===== config.mk =====
export PLATFORM = sky130hd
export DESIGN_NAME = avg_divider
export DESIGN_NICKNAME = d
export VERILOG_FILES = /design/src/hw/rtl/avg_pkg.sv /design/src/hw/rtl/avg_divider.sv
export SDC_FILE = /design/constraint.sdc
export NUM_CORES = 1
export LEC_CHECK = 0
export BUFFER_PORTS_ARGS = -buffer_cell sky130_fd_sc_hd__clkbuf_2
export CORE_MARGIN = 5
export CORE_UTILIZATION = 59
export CTS_CLUSTER_SIZE = 12
export DETAILED_ROUTE_END_ITERATION = 8
export GPL_TIMING_DRIVEN = 0
export PLACE_DENSITY = 0.8
export REMOVE_ABC_BUFFERS = 1
export SYNTH_ARGS = -nofsm -noshare
export SYNTH_HDL_FRONTEND = slang
export SYNTH_SLANG_ARGS = --single-unit

===== constraint.sdc =====
create_clock -name clk -period 8 [get_ports clk]
set_input_delay 1.6 -clock clk [delete_from_list [all_inputs] [get_ports clk]]
set_output_delay 1.6 -clock clk [all_outputs]
set_load 0.01 [all_outputs]

===== src/hw/rtl/avg_pkg.sv =====
// Shared constants, widths and the arctangent table for the arc vertex generator.
`timescale 1ns / 1ps
package avg_pkg;

  localparam int MAX_POINTS_DEF   = 64;
  localparam int CORDIC_STEPS_DEF = 24;

  localparam int ANG_W = 36;
  localparam int CS_W  = 34;
  localparam int DVD_W = 64;

  localparam logic signed [ANG_W-1:0] ANG_PI      = 36'sd3373259426;
  localparam logic signed [ANG_W-1:0] ANG_TWO_PI  = 36'sd6746518852;
  localparam logic signed [ANG_W-1:0] ANG_HALF_PI = 36'sd1686629713;
  localparam logic signed [CS_W-1:0]  CORDIC_GAIN = 34'sh026DD3B6A;

  function automatic logic signed [ANG_W-1:0] atan_q30(input logic [4:0] i);
    logic [31:0] v;
    begin
      case (i)
        5'd0:  v = 32'h3243F6A8;
        5'd1:  v = 32'h1DAC6705;
        5'd2:  v = 32'h0FADBAFC;
        5'd3:  v = 32'h07F56EA6;
        5'd4:  v = 32'h03FEAB76;
        5'd5:  v = 32'h01FFD55B;
        5'd6:  v = 32'h00FFFAAA;
        5'd7:  v = 32'h007FFF55;
        5'd8:  v = 32'h003FFFEA;
        5'd9:  v = 32'h001FFFFD;
        5'd10: v = 32'h000FFFFF;
        5'd11: v = 32'h0007FFFF;
        5'd12: v = 32'h0003FFFF;
        5'd13: v = 32'h0001FFFF;
        5'd14: v = 32'h0000FFFF;
        5'd15: v = 32'h00007FFF;
        5'd16: v = 32'h00003FFF;
        5'd17: v = 32'h00001FFF;
        5'd18: v = 32'h00000FFF;
        5'd19: v = 32'h000007FF;
        5'd20: v = 32'h000003FF;
        5'd21: v = 32'h000001FF;
        5'd22: v = 32'h000000FF;
        5'd23: v = 32'h0000007F;
        5'd24: v = 32'h0000003F;
        5'd25: v = 32'h0000001F;
        5'd26: v = 32'h0000000F;
        5'd27: v = 32'h00000008;
        5'd28: v = 32'h00000004;
        5'd29: v = 32'h00000002;
        5'd30: v = 32'h00000001;
        default: v = 32'h00000000;
      endcase
      return {4'b0, v};
    end
  endfunction

endpackage


===== src/hw/rtl/avg_divider.sv =====
// Restoring signed divider, one quotient bit per cycle, truncating toward zero.
`timescale 1ns / 1ps
module avg_divider import avg_pkg::*; (
  input  logic                    clk,
  input  logic                    rst,
  input  logic                    start,
  input  logic signed [DVD_W-1:0] dividend,
  input  logic signed [CS_W-1:0]  divisor,
  output logic signed [DVD_W-1:0] quotient,
  output logic                    done
);

  localparam int CW = $clog2(DVD_W + 1);

  logic             running;
  logic [CW-1:0]    cnt;
  logic [DVD_W-1:0] q;
  logic [CS_W-1:0]  rem;
  logic [CS_W-1:0]  dmag;
  logic             qneg;

  logic [CS_W:0]    rs;
  logic             ge;

  assign rs = {rem, q[DVD_W-1]};
  assign ge = rs >= {1'b0, dmag};

  always_ff @(posedge clk) begin
    done <= 1'b0;
    if (rst) begin
      running <= 1'b0;
      cnt     <= '0;
    end else if (!running) begin
      if (start) begin
        q       <= dividend[DVD_W-1] ? DVD_W'(-dividend) : dividend;
        dmag    <= divisor[CS_W-1] ? CS_W'(-divisor) : divisor;
        qneg    <= dividend[DVD_W-1] ^ divisor[CS_W-1];
        rem     <= '0;
        cnt     <= '0;
        running <= 1'b1;
      end
    end else if (cnt == CW'(DVD_W)) begin
      quotient <= qneg ? -$signed(q) : $signed(q);
      done     <= 1'b1;
      running  <= 1'b0;
    end else begin
      rem <= ge ? CS_W'(rs - {1'b0, dmag}) : rs[CS_W-1:0];
      q   <= {q[DVD_W-2:0], ge};
      cnt <= cnt + 1'b1;
    end
  end

endmodule


; ---- Yosys cells after proc, flatten, opt, wreduce, memory -nomap -nowiden
; Index checks and enable logic that the tools add are counted.
[word_totals]
wordCells = 43
latchBits = 0
ramBits = 0
register_bits = 206
rom_bits = 0
out_inout_bits = 65
n_memories = 0
[classes]
bitwise = 3
n_lt_le_gt_ge = 1
n_mul = 0
mux = 17
n_div = 0
reduce_logical = 6
shift = 0
n_eq_ne = 2
add_sub_neg = 5
[op_table]
columns = op, n
row1 = 2-to-1 mux 64 bit, 5
row2 = 2-to-1 mux 34 bit, 4
row3 = negator 64 bit, 2
row4 = greater-or-equal comparator 35 x 34 -> 1 bit, 1
row5 = negator 34 bit, 1
row6 = subtractor 34 bit, 1
row7 = 2-to-1 mux 33 bit, 1
row8 = 2-to-1 mux 7 bit, 3
row9 = AND reduction 3 bit, 3
row10 = adder 7 x 1 -> 7 bit (second input constant), 1
row11 = equality test 7 bit (second input constant), 1
row12 = 2-to-1 mux 1 bit, 4
row13 = inequality test 2 bit (second input constant), 1
row14 = inverter 1 bit, 2
row15 = AND reduction 2 bit, 1
row16 = nonzero test 2 bit, 1
row17 = OR reduction 2 bit, 1
row18 = bitwise XOR 1 bit, 1

; ---- Depth between registers and ports, before layout
[logic_depth]
word_depth = 4
depth_mapped = 14

; ---- Worst setup path before layout
; Ideal clock, no wire load.
[synth_timing]
path_type = input port to flip-flop
startpoint = input port start
endpoint = register q[0] (enable)
arrival_time_ns = 6.062
path_buffers = 1
setup_ns = 0.555
slack_ns = 1.383
stages = 4
cell_sequence = or2_2 clkbuf_1 nand2_1 nor2_1
[synth_via]
elab_chain_len = 2
[synth_lines]
columns = element, line
row1 = "start, declared", avg_divider.sv:6  ; input logic start,
row2 = nonzero test 2 bit (no line), n/a
row3 = AND reduction 3 bit (no line), n/a
row4 = "end signal, assigned", avg_divider.sv:35  ; q <= dividend[DVD_W-1] ? DVD_W'(-dividend) : dividend;
row5 = "end signal, assigned", avg_divider.sv:48  ; q <= {q[DVD_W-2:0], ge};
row6 = "end, declared", avg_divider.sv:17  ; logic [DVD_W-1:0] q;
; Every way passes these cells.
; A chain may end at the register's enable or synchronous reset.

; ---- Worst setup path after layout
[layout_timing]
startpoint = input port dividend[12]
endpoint = register q[53] (data pin)
[layout_via]
elab_chain_len = 4
[layout_lines]
columns = element, line
row1 = "start, declared", avg_divider.sv:7  ; input logic signed [DVD_W-1:0] dividend,
row2 = negator 64 bit, avg_divider.sv:35
row3 = 2-to-1 mux 64 bit, avg_divider.sv:35
row4 = 2-to-1 mux 64 bit, avg_divider.sv:34  ; if (start) begin
row5 = 2-to-1 mux 64 bit, avg_divider.sv:33  ; end else if (!running) begin
; Every way passes these cells. The select of a mux whose other input is x is not followed.

==> results_dict.tcl <==
set metrics [dict create \
    outcome "finished clean" \
    cts_setup_buffers 0 \
    grt_max_degree 107 \
    powerDensity_nw_per_um2 191 \
    seq_area_frac_synth_pct 48.2 \
    grt_antenna_before_repair 0 \
    die_x_um 156 \
    dp_hpwl_um 21500 \
    syn_area_per_cell_um2 10.3 \
    place_worst_setup_slack_ns 2.76 \
    synth_flop_cell "edfxtp_1" \
    finalClockSkew_ns 0.0126 \
    drive_above_1_share_pct 17.3 \
    required_ns 8.24 \
    final-setup-viol-count 0 \
    fill_cells 1611 \
    drc 0 \
    clock_power_share_pct 35.1 \
    wl_per_cell_um 17.6 \
    r2r-end "rem[10]$_SDFFCE_PN0P_" \
    finalNetCount 1518 \
    die_h_um 156 \
    path_max_fanout 9 \
    grt_overflow_total 0 \
    gr-usage-met1_pct 31.3 \
    clock-sinks 206 \
    routed_wl_um 29300 \
    holdPathEnd "cnt[6]$_SDFFE_PP0P_" \
    num_vias 9928 \
    grt_first_pass_wirelength_um 47500 \
    htreeDepth 1 \
    yosysMostFrequentCell "edfxtp_1" \
    met2_usage_pct 40.4 \
    syn-cell-area_um2 12700 \
    instances_no_fill 1667 \
    worst_setup_path_start_kind "primary input" \
    period_needed_ns 4.86 \
    cts-root-buf "clkbuf_16" \
    clock_path_buffers 3 \
    hold-worst-slack_ns 0.504 \
    cap_violations 0 \
    synth_common_cells "197 x edfxtp_1, 138 x nand2_1, 134 x o21ai_0" \
    yosys.area.top_type "edfxtp_1" \
    critPathKind "primary input to flop" \
    core_um2 21100 \
    p_switching_uw 739 \
    hold_class "flop to flop" \
    synth_edf_count 197 \
    grt_pass1_vias 9643 \
    p_seq_share_pct 47.5 \
    hold_depth 1 \
    cts_tree "done" \
    ys_ff_latch 206 \
    dr.pass1.iters 5 \
    timing.final.ws_setup_ns 3.14 \
    fmaxAchievable_mhz 206 \
    rsz0062_at_grt "no" \
    fin_area_um2 14500 \
    reg2reg_setup_slack_ns 3.40 \
    worstHoldStart "cnt[6]$_SDFFE_PP0P_" \
    drt-initial-drc-count 711 \
    initial_utilization_pct 60.0 \
    reg2reg_depth 11 \
    postCtsHoldBufs 0 \
    yosysTopAreaCellShare_pct 46.7 \
    yosysWarnings 0 \
    clock_latency_ns 0.51 \
    io_pins 166 \
    synthArstFlopShare_pct 0 \
    hold_viol_final 0 \
    place_inst 1626 \
    reg2reg_from "q[63]$_DFFE_PP_" \
    p_total_uw 2780 \
    use_met3_pct 2.88 \
    slew_viol_final 0 \
    leakage_uw 0.00546 \
    syn_inst 1227 \
    slew_headroom_pct 13.4 \
    crit_arrival_ns 5.10 \
    ys_top_cells_by_area "edfxtp_1 47%, xnor2_1 8.3%, o21ai_0 5.3%, xor2_1 4.4%, nand2_1 4.1%" \
    gp_congestion 0.885 \
    worst-slew-pin-transition_ns 1.30 \
    cts_made_buffers 23 \
    dieArea_um2 24500 \
    place_area_um2 13800 \
    p_int_uw 2040 \
    diodes 0 \
    switching_share_pct 26.6 \
    grt-busiest-layer "met2" \
    peakVddDrop_mv 0.138 \
    ant_nets 0 \
    fin_crit_sh_pct 60.7 \
    endpoint_kind "flop" \
    rows 53 \
    track_usage_pct 23.4 \
    syn_to_final_growth_pct 14.8 \
    cts_resized 0 \
    combinationalPowerShare_pct 17.5 \
    drt-vias-per-instance 5.96 \
    io_buffers 165 \
    clkSlewWorstSetupHoldPaths_ns 0.06 \
    ys_types 69 \
]
[worst max-delay path, stage by stage]
cell,delay (ns)
clkbuf_2,0.10
or4_1,0.59
nor4_2,0.48
nor3b_1,0.52
nand4_1,0.55
nor2_1,0.30
nand3_1,0.22
o31ai_1,0.38
xor2_1,0.25
o21ai_0,0.10
[worst max path at each step]
stage | start | endpoint | slack (ns) | cells after the start
6_report | dividend[12] | q[53]$_DFFE_PP_ | 3.14 | 10
5_1_grt | dividend[12] | q[53]$_DFFE_PP_ | 2.87 | 10
4_1_cts | dividend[12] | q[53]$_DFFE_PP_ | 3.24 | 10
3_5_place_dp | dividend[12] | q[51]$_DFFE_PP_ | 2.76 | 10
3_3_place_gp | running$_SDFF_PP0_ | q[59]$_DFFE_PP_ | -2.25 | 3
2_1_floorplan | running$_SDFF_PP0_ | q[0]$_DFFE_PP_ | 0.83 | 3
[per-stage QoR]
stage	setup TNS, ns	utilization, %
3_3_place_gp	-219.20	64.7
2_1_floorplan	0	-
4_1_cts	0	68.8
3_5_place_dp	0	65.6
6_report	0	68.9
5_1_grt	0	68.9
[metal layers]
metal / vias to the layer above / wire [um]
met4: 0 / 562
met5: - / 0
met2: 347 / 14500
li1: 4808 / -
met3: 43 / 1830
met1: 4730 / 12400
[kinds of logic after synthesis]
family,Yosys count,share of synthesized area [%]
mux,26,2.12
xor+xnor,184,12.7
simple gates,355,14.2
compound gates,306,15.5
fa+ha+maj,40,4.01
flops,206,48.2
buf+inv,110,3.27
[area by class of cell]
class	count	area (um^2)	area share, %
Multi-Input combinational cell	911	6160	42.4
Sequential cell	206	6100	42.0
Timing Repair Buffer	175	1020	7.03
Clock buffer	34	617	4.25
Tap cell	275	344	2.37
Inverter	60	225	1.55
Clock inverter	6	58.8	0.405
[power by group through the flow]
stage,clock [uW],sequential [uW],combinational (uW)
CTS,993,1320,481
global route,1040,1330,537
finish,974,1320,485
global placement,0,1360,438
detailed placement,0,1340,477
floorplan,0,1340,329
[sequential cells by signal (all words and copies together), names as in the netlist]
name and cells:
rem 34, dmag 34, running 1, done 1
quotient 64, q 64, qneg 1, cnt 7
[cells in the final DEF, fill, tap and decap left out, types with 9 or more instances in the layout]
master     synthesis  layout
o41ai_1           22      22
a21oi_1           38      38
nor2_1            65      63
ha_1              39      39
or3_1             27      27
a211oi_1          11      11
clkbuf_2           0     165
nor3_1            14      14
xnor2_1          120     120
clkbuf_1          45      11
xor2_1            64      64
nor4_1            11      11
or4_1             12      12
o21ai_0          134     134
mux2i_1           20      20
inv_1             60      59
clkbuf_16          0      23
a21o_1             9       9
nand2b_1          10      10
or2_2             11      11
nand2_1          138     138
o31ai_1           44      44
nand3_1           18      18
edfxtp_1         197     197
(Power assumes the default switching activity.)
